## config.mk

```make
export PLATFORM = sky130hd
export DESIGN_NAME = ccbspl_knot_ram
export DESIGN_NICKNAME = d
export VERILOG_FILES = /design/src/hw/rtl/closed_cubic_bspline_evaluator_core_macros.svh /design/src/hw/rtl/ccbspl_pkg.sv /design/src/hw/rtl/ccbspl_knot_ram.sv
export SDC_FILE = /design/constraint.sdc
export NUM_CORES = 1
export LEC_CHECK = 0
export ABC_AREA = 1
export BUFFER_PORTS_ARGS = -buffer_cell sky130_fd_sc_hd__buf_4
export CORE_MARGIN = 2
export CORE_UTILIZATION = 45
export DETAILED_ROUTE_END_ITERATION = 10
export GPL_TIMING_DRIVEN = 1
export HOLD_SLACK_MARGIN = 0.15
export PLACE_DENSITY = 0.67
export RECOVER_POWER = 50
export SKIP_CTS_REPAIR_TIMING = 1
export SLEW_MARGIN = 20
export SYNTH_ARGS = -nofsm -noshare
export SYNTH_HDL_FRONTEND = slang
export SYNTH_SLANG_ARGS = --single-unit
```

## constraint.sdc

```tcl
create_clock -name clk -period 7.85 [get_ports clk]
set_clock_uncertainty 0.1 [all_clocks]
set_input_delay 1.1775 -clock clk [delete_from_list [all_inputs] [get_ports clk]]
set_output_delay 1.1775 -clock clk [all_outputs]
set_load 0.01 [all_outputs]
```

## src/hw/rtl/closed_cubic_bspline_evaluator_core_macros.svh

```systemverilog
// assertion macros used by the evaluator core
`ifndef CLOSED_CUBIC_BSPLINE_EVALUATOR_CORE_MACROS_SVH
`define CLOSED_CUBIC_BSPLINE_EVALUATOR_CORE_MACROS_SVH

`ifndef NO_ASSERTIONS

// same-cycle implication
`define CCB_ASSERT_NOW(label, clk, rst_n, ante, cons) \
	label: assert property (@(posedge clk) disable iff (!rst_n) (ante) |-> (cons)) \
		else $error("assertion failed");

// next-cycle implication
`define CCB_ASSERT_NEXT(label, clk, rst_n, ante, cons) \
	label: assert property (@(posedge clk) disable iff (!rst_n) (ante) |=> (cons)) \
		else $error("assertion failed");

`else

`define CCB_ASSERT_NOW(label, clk, rst_n, ante, cons)

`define CCB_ASSERT_NEXT(label, clk, rst_n, ante, cons)

`endif

`endif

```

## src/hw/rtl/ccbspl_pkg.sv

```systemverilog
package ccbspl_pkg;

	// ring and sub-step sizes and datapath widths
	localparam int KNOTS    = 16;
	localparam int STEPS    = 16;
	localparam int KNOT_AW  = $clog2(KNOTS);
	localparam int STEP_W   = $clog2(STEPS);
	localparam int COORD_W  = 16;
	localparam int WEIGHT_W = 16;
	localparam int KNOT_W   = 3 * COORD_W;
	localparam int SAMPLE_W = 8;
	localparam int PROD_W   = COORD_W + WEIGHT_W + 1;
	localparam int ACC_W    = PROD_W + 2;

	// basis denominator 6 * STEPS^3
	localparam longint WDEN = 6 * STEPS * STEPS * STEPS;

	// opcodes
	localparam logic OP_LOAD = 1'b0;
	localparam logic OP_EVAL = 1'b1;

	typedef logic [WEIGHT_W-1:0] weight_t;
	typedef weight_t [3:0] wset_t;
	typedef wset_t [STEPS-1:0] wtab_t;
	typedef logic [3:0][COORD_W-1:0] kset_t;
	typedef logic [3:0][PROD_W-1:0] prod_t;

	// per-stage advance enables
	typedef struct packed {
		logic s1;
		logic s2;
		logic s3;
	} stage_en_t;

	// basis weights for every sub-step, rounded half up, w1 takes the slack
	function automatic wtab_t build_weights();
		wtab_t  tab;
		longint n;
		longint s;
		longint w0;
		longint w2;
		longint w3;
		n = STEPS;
		for (int u = 0; u < STEPS; u++) begin
			s  = u;
			w0 = ((n - s) * (n - s) * (n - s) * 65536 + WDEN / 2) / WDEN;
			w2 = ((-3 * s * s * s + 3 * s * s * n + 3 * s * n * n + n * n * n) * 65536
				+ WDEN / 2) / WDEN;
			w3 = (s * s * s * 65536 + WDEN / 2) / WDEN;
			tab[u][0] = WEIGHT_W'(w0);
			tab[u][1] = WEIGHT_W'(65536 - w0 - w2 - w3);
			tab[u][2] = WEIGHT_W'(w2);
			tab[u][3] = WEIGHT_W'(w3);
		end
		return tab;
	endfunction

	localparam wtab_t WEIGHT_TABLE = build_weights();

endpackage

```

## src/hw/rtl/ccbspl_knot_ram.sv

```systemverilog
module ccbspl_knot_ram (
	input  logic                                 clk,
	input  logic                                 we,
	input  logic [ccbspl_pkg::KNOT_AW-1:0]       waddr,
	input  logic [ccbspl_pkg::KNOT_W-1:0]        wdata,
	input  logic                                 re,
	input  logic [ccbspl_pkg::KNOT_AW-1:0]       raddr,
	output logic [ccbspl_pkg::KNOT_W-1:0]        rdata
);

	logic [ccbspl_pkg::KNOT_W-1:0] mem_q [ccbspl_pkg::KNOTS];

	// write port
	always_ff @(posedge clk) begin
		if (we) begin
			mem_q[waddr] <= wdata;
		end
	end

	// registered read port
	always_ff @(posedge clk) begin
		if (re) begin
			rdata <= mem_q[raddr];
		end
	end

endmodule

```

* Word level (Yosys, flattened, before mapping)
Memories as Yosys holds them, arrays and structs flattened. A register that Yosys moved wholly into a read port is not among the register bits. Cells that the tools add are included.
Operators by class: multiplexer cells 2
Operators with widths (count):
- $mux W1 | 2
Storage, ports and cells: memories 1, bits in writable memories 768, register bits 0
Memory list:
- mem_q | depth 16, width 48, rd ports 1, clocked after memory_dff 1, wr ports 1, RTL line ccbspl_knot_ram.sv:11 | logic [ccbspl_pkg::KNOT_W-1:0] mem_q [ccbspl_pkg::KNOTS];

* Logic depth before layout (Yosys ltp)
word-level depth 2, mapped depth 10, gate-level depth less buffers 7

* Worst setup path after synthesis
Ideal clock, no wire load.
path kind input to register, from input waddr[2] (netlist name), to memory mem_q[10][0] (netlist name), enable pin, stages 2, setup time 0.454 ns, required time 7.296 ns, setup slack 3.887 ns, arrival 3.410 ns, path buffers 0, cells stage by stage nand3b_1 nor2_1
RTL lines:
- start: declaration | RTL line ccbspl_knot_ram.sv:4 | input logic [ccbspl_pkg::KNOT_AW-1:0] waddr,
- end: declaration | RTL line ccbspl_knot_ram.sv:11
No word-level cell before the write port.

* Worst setup path in the final report
from input re, to register rdata[11] (netlist name), read port of mem_q, enable pin
RTL lines:
- start: declaration | RTL line ccbspl_knot_ram.sv:6 | input logic re,
- end: declaration | RTL line ccbspl_knot_ram.sv:8 | output logic [ccbspl_pkg::KNOT_W-1:0] rdata
No word-level cell between the ends.

==> results.ini <==
[timing]
rsz0062_at_grt=no
fin_crit_ns=4.26
clock.fmax_ghz=0.235
finalHoldViolations=0
setup_slack_ns=3.59
worst_pin_slew_ns=4.41
maxSlewHeadroom=-1.94
tns_ns=0
period_share=0.542
slew_violations=49
setup_viol=0
whs_ns=0.627

[routing]
via_per_inst=5.02
drc=0
via_count=21712
drtPass1Iterations=5
ant_nets=0
drt_wl_total_mm=82.0
routedWlPerCell_um=19.0
drt_iter0_drc=2080

[yosys]
syn_area_sq_um=34500
yosys.area_share.xor_xnor=0
syn_nets=3224
syn_avg_cell_area_sq_um=10.9
yosysSeqAreaShare=0.711
synthSimpleGateAreaFrac=0.196
synth_compound_area_frac=0
synth_edf_count=816
ys_ff_latch=816
synth_top_family_by_area=simple AND/OR/NAND/NOR gates
synth_largest_area_cell=edfxtp_1
synth_common_cells=nand2_1, edfxtp_1, inv_1
synthCells=3165
ys_warn_count=0
synthTopCellsByArea=edfxtp_1, nand2_1, nand3_1, inv_1, buf_6
synth.top_cell.area_share=0.711
async_reset_ff_frac=0
synth_fa_ha_area_frac=0
synth.distinct_cells=14
synth-main-ff-cell=edfxtp_1
synth.most_common_cell=nand2_1
synth_mux_area_frac=0

[cts]
clockBufferDepth=3
cts_root_buf=clkbuf_16
insertion_delay_ns=0.64
cts_tree=yes
h-tree-depth=3
clkTransAtPathRegs_ns=0.06
cts_made_buffers=81
clock_sinks=816

[critical_path]
required_ns=7.88
worstSetupPathType=primary input to register
cp_max_fo=48
critPathBufInv=1
end_kind=register
crit_chain=clkbuf_1
crit_slowest_cell=clkbuf_1
crit_arrival_ns=4.28
start_kind=primary input
slowest_delay_ns=3.04
crit_family=buffers and inverters

[power]
vdd_drop_max_mv=0.155
power_density_nw_per_um2=240
p_leak_nw=15.9

[die]
dieArea_sq_um=78800
die_w_um=281
die_h_um=281
start_util=0.454
ioPinCount=107
num_rows=101
core_sq_um=75900

[global_route]
grt_pass1_vias=20626
overflow=0
grt_use_total=0.209
grt_max_degree=232
grt_pass1_wl_mm=124
antenna_found_initial=6

[layout]
syn2layout_area_growth_pct=10.9
final_core_util=0.503
num-nets-final=3283
drive_gt1_frac=0.0627

[hold_path]
hp-class=register to register

[run_status]
violations=capacitance limit, slew limit
status=complete, but fails checks

[placement]
hpwl_mm=38.3
dp_worst_setup_slack_ns=3.67
io_buffers=106
gp_congestion=0.740

[flow_run]
max_cap_violations=1

==> logic make-up after synthesis <==
logic type,count (synthesis)
AND/OR/NAND/NOR,1609
flip-flops,816
buffers and inverters,740
==> final timing paths <==
kind | from | depth (start not counted) | to | slack (ns)
setup / recovery | re | 1 | rdata[11]$_DFFE_PP_ | 3.59
hold / removal | mem_q[10][0]$_DFFE_PP_ | 6 | rdata[0]$_DFFE_PP_ | 0.63
setup reg to reg | mem_q[12][3]$_DFFE_PP_ | 6 | rdata[3]$_DFFE_PP_ | 6.48
hold reg to reg | mem_q[10][0]$_DFFE_PP_ | 6 | rdata[0]$_DFFE_PP_ | 0.63
==> per-layer routing <==
layer  share of wire  vias up  wire length, um  track usage
met5         0.00015        -               12            0
li1                -    10393                -            -
met1            0.42    10338            34600        0.286
met4           0.027        2             2230       0.0783
met2            0.47      836            38300        0.338
met3           0.083      143             6790       0.0351
==> cells in the final DEF (no fill, tap or decap), drive strengths merged, types with 4 or more instances in the layout <==
cell type	n
buf	84
bufinv	4
clkbuf	151
clkinv	37
diode	5
edfxtp	816
inv	583
nand2	1013
nand3	577
nor2	17
==> per-stage QoR <==
step           cell area, sq um  std cells  power, W
3_5_place_dp              35900       4170   0.00559
2_1_floorplan             34500       3165   0.00536
5_1_grt                   38200       4319   0.00947
3_3_place_gp              35900       4170   0.00558
6_report                  38200       4321   0.00918
4_1_cts                   38400       4315   0.00924
==> power by group <==
part | leakage, nW | total [W] | internal, W | switching, W
registers | 7.41 | 0.00494 | 0.00491 | 0.0000322
clock network | 1.22 | 0.00369 | 0.00210 | 0.00159
logic | 7.30 | 0.000545 | 0.000149 | 0.000395
==> worst reg2reg max path: stages, from the launching register on <==
cell,delay [ns]
edfxtp_1,0.37
inv_1,0.06
nand2_1,0.05
nand3_1,0.13
nand3_1,0.10
nand3_1,0.15
nand2_1,0.13
==> sequential cells by signal, indices dropped and copies added (netlist names) <==
| name | flops |
|---|---|
| mem_q | 768 |
| rdata | 48 |
==> final cells by class <==
cell class / instances / area, sq um
clock inverter: 44 / 307
fill: 6564 / 37700
timing repair buffer: 134 / 866
inverter: 582 / 2200
clock buffer: 101 / 2190
sequential: 816 / 24500
antenna: 5 / 12.5
tap: 1030 / 1290
multi-input combinational: 1609 / 6870
(Power assumes the default switching activity.)
