File: config.mk
export PLATFORM = sky130hd
export DESIGN_NAME = ccbspl_blend
export DESIGN_NICKNAME = d
export VERILOG_FILES = /design/src/hw/rtl/closed_cubic_bspline_evaluator_core_macros.svh /design/src/hw/rtl/ccbspl_pkg.sv /design/src/hw/rtl/ccbspl_blend.sv
export SDC_FILE = /design/constraint.sdc
export NUM_CORES = 2
export LEC_CHECK = 0
export ABC_CLOCK_PERIOD_IN_PS = 14000
export BUFFER_PORTS_ARGS = -buffer_cell sky130_fd_sc_hd__buf_2
export CAP_MARGIN = 20
export CORE_MARGIN = 1
export CORE_UTILIZATION = 27
export DETAILED_ROUTE_END_ITERATION = 6
export PLACE_DENSITY = 0.53
export SLEW_MARGIN = 0
export SYNTH_ARGS = -nofsm -noshare
export SYNTH_HDL_FRONTEND = slang
export SYNTH_SLANG_ARGS = --single-unit
File: constraint.sdc
create_clock -name clk -period 14 [get_ports clk]
set_clock_uncertainty 0.2 [all_clocks]
set_input_delay 2.8 -clock clk [delete_from_list [all_inputs] [get_ports clk]]
set_output_delay 2.8 -clock clk [all_outputs]
set_load 0.05 [all_outputs]
File: src/hw/rtl/closed_cubic_bspline_evaluator_core_macros.svh
// assertion macros used by the evaluator core
`ifndef CLOSED_CUBIC_BSPLINE_EVALUATOR_CORE_MACROS_SVH
`define CLOSED_CUBIC_BSPLINE_EVALUATOR_CORE_MACROS_SVH

`ifndef NO_ASSERTIONS

// same-cycle implication
`define CCB_ASSERT_NOW(label, clk, rst_n, ante, cons) \
	label: assert property (@(posedge clk) disable iff (!rst_n) (ante) |-> (cons)) \
		else $error("assertion failed");

// next-cycle implication
`define CCB_ASSERT_NEXT(label, clk, rst_n, ante, cons) \
	label: assert property (@(posedge clk) disable iff (!rst_n) (ante) |=> (cons)) \
		else $error("assertion failed");

`else

`define CCB_ASSERT_NOW(label, clk, rst_n, ante, cons)

`define CCB_ASSERT_NEXT(label, clk, rst_n, ante, cons)

`endif

`endif

File: src/hw/rtl/ccbspl_pkg.sv
package ccbspl_pkg;

	// ring and sub-step sizes and datapath widths
	localparam int KNOTS    = 16;
	localparam int STEPS    = 16;
	localparam int KNOT_AW  = $clog2(KNOTS);
	localparam int STEP_W   = $clog2(STEPS);
	localparam int COORD_W  = 16;
	localparam int WEIGHT_W = 16;
	localparam int KNOT_W   = 3 * COORD_W;
	localparam int SAMPLE_W = 8;
	localparam int PROD_W   = COORD_W + WEIGHT_W + 1;
	localparam int ACC_W    = PROD_W + 2;

	// basis denominator 6 * STEPS^3
	localparam longint WDEN = 6 * STEPS * STEPS * STEPS;

	// opcodes
	localparam logic OP_LOAD = 1'b0;
	localparam logic OP_EVAL = 1'b1;

	typedef logic [WEIGHT_W-1:0] weight_t;
	typedef weight_t [3:0] wset_t;
	typedef wset_t [STEPS-1:0] wtab_t;
	typedef logic [3:0][COORD_W-1:0] kset_t;
	typedef logic [3:0][PROD_W-1:0] prod_t;

	// per-stage advance enables
	typedef struct packed {
		logic s1;
		logic s2;
		logic s3;
	} stage_en_t;

	// basis weights for every sub-step, rounded half up, w1 takes the slack
	function automatic wtab_t build_weights();
		wtab_t  tab;
		longint n;
		longint s;
		longint w0;
		longint w2;
		longint w3;
		n = STEPS;
		for (int u = 0; u < STEPS; u++) begin
			s  = u;
			w0 = ((n - s) * (n - s) * (n - s) * 65536 + WDEN / 2) / WDEN;
			w2 = ((-3 * s * s * s + 3 * s * s * n + 3 * s * n * n + n * n * n) * 65536
				+ WDEN / 2) / WDEN;
			w3 = (s * s * s * 65536 + WDEN / 2) / WDEN;
			tab[u][0] = WEIGHT_W'(w0);
			tab[u][1] = WEIGHT_W'(65536 - w0 - w2 - w3);
			tab[u][2] = WEIGHT_W'(w2);
			tab[u][3] = WEIGHT_W'(w3);
		end
		return tab;
	endfunction

	localparam wtab_t WEIGHT_TABLE = build_weights();

endpackage

File: src/hw/rtl/ccbspl_blend.sv
module ccbspl_blend (
	input  logic                                 clk,
	input  ccbspl_pkg::stage_en_t                en,
	input  ccbspl_pkg::kset_t                    knots,
	input  ccbspl_pkg::wset_t                    weights,
	output logic signed [ccbspl_pkg::COORD_W-1:0] point
);

	ccbspl_pkg::prod_t                      prod_s2;
	logic signed [ccbspl_pkg::ACC_W-1:0]    acc;
	logic signed [ccbspl_pkg::COORD_W-1:0]  point_s3;

	// weighted knots, signed coordinate times unsigned weight
	always_ff @(posedge clk) begin
		if (en.s2) begin
			for (int i = 0; i < 4; i++) begin
				prod_s2[i] <= $signed(knots[i]) * $signed({1'b0, weights[i]});
			end
		end
	end

	// sum of four products plus half an output lsb
	always_comb begin
		acc = ccbspl_pkg::ACC_W'(32768);
		for (int i = 0; i < 4; i++) begin
			acc = acc + {{2{prod_s2[i][ccbspl_pkg::PROD_W-1]}}, prod_s2[i]};
		end
	end

	// round half up to q8.8
	always_ff @(posedge clk) begin
		if (en.s3) begin
			point_s3 <= acc[2*ccbspl_pkg::WEIGHT_W-1:ccbspl_pkg::WEIGHT_W];
		end
	end

	assign point = point_s3;

endmodule
=== After elaboration in Yosys (flattened, before gate mapping) ===
Index checks and enable logic that the tools add are counted.

* $add $sub $neg: 4
* Multipliers: 4

{| class="wikitable"
|+ Operator list
! kind !! count
|-
| multiplier 16 x 17 -> 32 bit || 4
|-
| adder 32 bit || 3
|-
| adder 17 x 32 -> 32 bit (first input constant) || 1
|}

* Register bits after elaboration: 144
* Input bits: 132
* Output and inout bits: 16
* Logic and storage cells: 13

=== Depth between registers and ports, before layout ===
* Depth in word-level cells: 4
* Gate-level depth with buffers: 24
* Gate-level depth less buffers: 22

=== Worst setup path after synthesis ===
Ideal clock, no wire load.

* Path kind: input to register
* From: in knots[1] (netlist bit)
* To: reg prod_s2[30] (netlist bit), data pin
* Setup time: 268 ps
* Arrival: 8139 ps
* Data required time: 13532 ps
* Slack: 5393 ps
* Stages: 21
* Buffers on the path: 2
* Cell sequence: clkbuf_1 nand2_1 fa_1 fa_1 fa_1 inv_1 fa_1 fa_1 inv_1 fa_1 inv_1 ha_1 clkbuf_1 a21o_1 a21o_1 a2111oi_2 nor4_1 o311ai_1 nand2_1 nor4_1 a311oi_1

* Longest elaborated chain between the ends: 1

{| class="wikitable"
|+ Ends and longest elaborated chain
! element !! RTL line !! source
|-
| start: declaration || ccbspl_blend.sv:4 || <nowiki>input ccbspl_pkg::kset_t knots,</nowiki>
|-
| multiplier 16 x 17 -> 32 bit || ccbspl_blend.sv:17 || <nowiki>prod_s2[i] <= $signed(knots[i]) * $signed({1'b0, weights[i]});</nowiki>
|-
| end signal: indexed assignment || ccbspl_blend.sv:17 ||
|-
| end: declaration || ccbspl_blend.sv:9 || <nowiki>ccbspl_pkg::prod_t prod_s2;</nowiki>
|}

No other way between the ends.
A chain may end at the register's enable or synchronous reset.

=== Worst setup path in the final report ===
* From: in knots[31] (netlist bit)
* To: reg prod_s2[64] (netlist bit), data pin

The elaborated chain is that of the path after synthesis.

==> results.sh <==
export IMPL_synth_edff_count=144
export IMPL_timing_final_max_slew_violations=0
export IMPL_min_to="point[15]"
export IMPL_setup_violations_final=0
export IMPL_ys_dominant_reg_cell="sky130_fd_sc_hd__edfxtp_1"
export IMPL_netlist_area_leader_share=0.402
export IMPL_yosysWarnings=0
export IMPL_seq_area_frac_synth=0.104
export IMPL_worstRegToRegCells=13
export IMPL_routability_driven_placement_congestion_ratio=0.830
export IMPL_clock_root_buffer="sky130_fd_sc_hd__clkbuf_16"
export IMPL_worst_setup_path_type="in -> reg"
export IMPL_clockBufferDepth=2
export IMPL_synthTopCellsByArea="sky130_fd_sc_hd__fa_1 (40%), sky130_fd_sc_hd__ha_1 (16%), sky130_fd_sc_hd__edfxtp_1 (10%)"
export IMPL_fp_coreArea_sq_mm=0.153
export IMPL_number_of_clock_sinks_seen_by_cts=144
export IMPL_timing_slew_headroom=0.273
export IMPL_path_common_cell="sky130_fd_sc_hd__fa_1"
export IMPL_top_layer_used="met5"
export IMPL_postSynthAreaPerCell_sq_um=9.48
export IMPL_final_hold_worst_slack_ns=0.759
export IMPL_clock_latency_of_the_later_clocked_register_in_the_worst_skew_pair_ns=0.44
export IMPL_synth_largest_area_cell="sky130_fd_sc_hd__fa_1"
export IMPL_syn_inst=4396
export IMPL_run_status="finished clean"
export IMPL_final_layout_size_suffix_gt1_frac=0.0442
export IMPL_post_cts_resize_count=0
export IMPL_achievable_frequency_mhz=106
export IMPL_tcrit_tclk_final=0.677
export IMPL_critPathCaptureType="register"
export IMPL_largest_net_degree_at_the_start_of_global_routing=79
export IMPL_terminus_of_the_critical_flop_to_flop_path="point[12]"
export IMPL_detailedRoute_firstIterationViolations=1234
export IMPL_dp_final_hpwl_microns=86500
export IMPL_timing_hold_violations_final=0
export IMPL_wl_per_cell_microns=16.4
export IMPL_wirelength_met1_microns=48400
export IMPL_transition_time_at_the_pin_with_the_least_slew_margin_ns=1.09
export IMPL_count_of_unresolved_drc_violations_after_routing=0
export IMPL_final_nets=5916
export IMPL_mappedNetlistArea_sq_mm=0.0417
export IMPL_detailroute_wirelength_met2_microns=52700
export IMPL_vias_in_the_first_global_route=31700
export IMPL_die_w_microns=395
export IMPL_core_rowCount=143
export IMPL_cts_buffers_inserted=17
export IMPL_asyncSetResetFlopFracSynth=0
export IMPL_starting_density_of_the_core=0.273
export IMPL_final_min_clock_period_ns=9.48
export IMPL_tritoncts="done"
export IMPL_setup_tns_ns=0
export IMPL_area_growth_synth_to_final_pct=8.06
export IMPL_r2r_setup_slack_ns=8.78
export IMPL_critical_path_arrival_ns=9.44
export IMPL_grt_remaining_overflow=0
export IMPL_syn_nets=5890
export IMPL_cts_htree_levels=4
export IMPL_detailroute_via_count=29000
export IMPL_timing_critical_path_slowest_cell_delay_ns=0.53
export IMPL_io_buffers=146
export IMPL_cts_repair_timing_setup_buffer_count=0
export IMPL_die_h_microns=395
export IMPL_detail_route_vias_per_cell=4.49
export IMPL_routed_wirelength_microns=106000
export IMPL_hold_start="prod_s2[31]"
export IMPL_whs_path_depth=3
export IMPL_synthDistinctLibCells=72
export IMPL_grt_util_all_layers=0.141
export IMPL_required_ns=13.96
export IMPL_dieArea_sq_mm=0.156
export IMPL_cts_hold_repair_buffers=0
export IMPL_seq_cells_post_synth=144
export IMPL_dr_wl_met3_microns=3320
export IMPL_timing_critical_path_fanout_max=10
export IMPL_r2r_start="prod_s2[4]"
export IMPL_crit_path_top_delay_cell="sky130_fd_sc_hd__xnor2_1"
export IMPL_hp_class="reg -> reg"
export IMPL_drt_first_pass_iters=5
export IMPL_clkSlewWorstSetupHoldPaths_ns=0.06
export IMPL_grt_pass1_wl_microns=175000
export IMPL_antenna_violating_nets_post_route=0
export IMPL_cap_viol_max_count=0
export IMPL_antenna_violations_before_repair=9
export IMPL_timing_critical_path_from_type="input port"
export IMPL_grt_setup_unrepaired="no"
export IMPL_pin_count=148
export IMPL_path_cells="buf_2, clkinv_1, nor2_1, fa_1, fa_1, fa_1, fa_1, fa_1, inv_1, fa_1, inv_1, ha_1, a21oi_1, o21ai_0, a211oi_1, o211ai_1, nand3_1, nand2_1, a2111oi_0, o21bai_1, xnor2_1"
## cells in the final DEF, fill, tap and decap left out, types with 19 or more instances in the layout
cell and count:
sky130_fd_sc_hd__and2_1 469, sky130_fd_sc_hd__buf_2 145, sky130_fd_sc_hd__nand2b_1 39, sky130_fd_sc_hd__nand3_1 25, sky130_fd_sc_hd__xor2_1 36, sky130_fd_sc_hd__a21o_1 70
sky130_fd_sc_hd__nand2_1 560, sky130_fd_sc_hd__xnor2_1 96, sky130_fd_sc_hd__edfxtp_1 144, sky130_fd_sc_hd__nor2_1 93, sky130_fd_sc_hd__a21oi_1 98, sky130_fd_sc_hd__fa_1 837
sky130_fd_sc_hd__o21ai_0 54, sky130_fd_sc_hd__inv_1 1003, sky130_fd_sc_hd__o21bai_1 19, sky130_fd_sc_hd__ha_1 525
## cells by family after synthesis
| kind of cell | synth area share |
|---|---|
| flip-flops | 0.104 |
| XOR/XNOR | 0.0277 |
| multiplexers | 0.000240 |
| buffers and inverters | 0.103 |
| adder cells (fa/ha/maj) | 0.560 |
| AO/OA/AOI/OAI | 0.0558 |
| AND/OR/NAND/NOR | 0.150 |
## sequential cells by signal, summed over array words and instances (netlist names)
signal,count
prod_s2,128
point,16
## synth_stat cells (all sizes together), types with 13 or more instances
cell type / n
inv: 1005
fa: 837
nand2: 560
ha: 525
and2: 469
edfxtp: 144
clkbuf: 139
a21oi: 102
xnor2: 96
nor2: 93
a21o: 70
o21ai: 58
nand2b: 39
xor2: 36
nand3: 25
o21bai: 19
a31oi: 17
nor3: 17
and3: 15
a211oi: 13
nor2b: 13
## final cells by class
class / instances / area [sq um]
well taps: 2030 / 2540
clock inverters: 10 / 161
clock buffers: 20 / 437
repair buffers: 147 / 741
fillers: 16000 / 108000
diodes: 2 / 5.00
flip-flops and latches: 144 / 4320
inverters: 1006 / 3780
multi-input cells: 3106 / 33100
## metrics by stage
step	setup slack (ns)	area [sq um]	cells	util
floorplan	5.39	41700	4396	-
global placement	4.11	44400	6433	0.291
detailed placement	4.00	44400	6433	0.291
CTS	4.43	45000	6463	0.295
global route	4.15	45000	6464	0.295
finish	4.52	45000	6465	0.295
## how the worst max path moves through the flow
| stage | startpoint | depth (start not counted) | end | slack [ns] |
|---|---|---|---|---|
| after floorplan | knots[1] | 21 | prod_s2[30] | 5.39 |
| after global placement | knots[31] | 21 | prod_s2[64] | 4.11 |
| after detailed placement | knots[31] | 21 | prod_s2[64] | 4.00 |
| after CTS | knots[31] | 21 | prod_s2[64] | 4.43 |
| after global routing | knots[31] | 21 | prod_s2[64] | 4.15 |
| final | knots[31] | 21 | prod_s2[64] | 4.52 |
## routing by layer
metal	up-vias	GRT usage
met5	-	0
met2	456	0.247
met3	92	0.0153
met1	15000	0.189
li1	13400	-
met4	6	0.0244
## critical path: cells and delay by family
| kind | cells | cell delay (ns) |
|---|---|---|
| xor+xnor | 1 | 0.53 |
| simple gates | 3 | 0.52 |
| buf+inv | 4 | 0.75 |
| fa+ha+maj | 7 | 3.17 |
| compound gates | 6 | 1.66 |
Power is left out: the tool's default activity adds up to more than one toggle a clock period on the data nets, which glitch-free logic cannot reach.
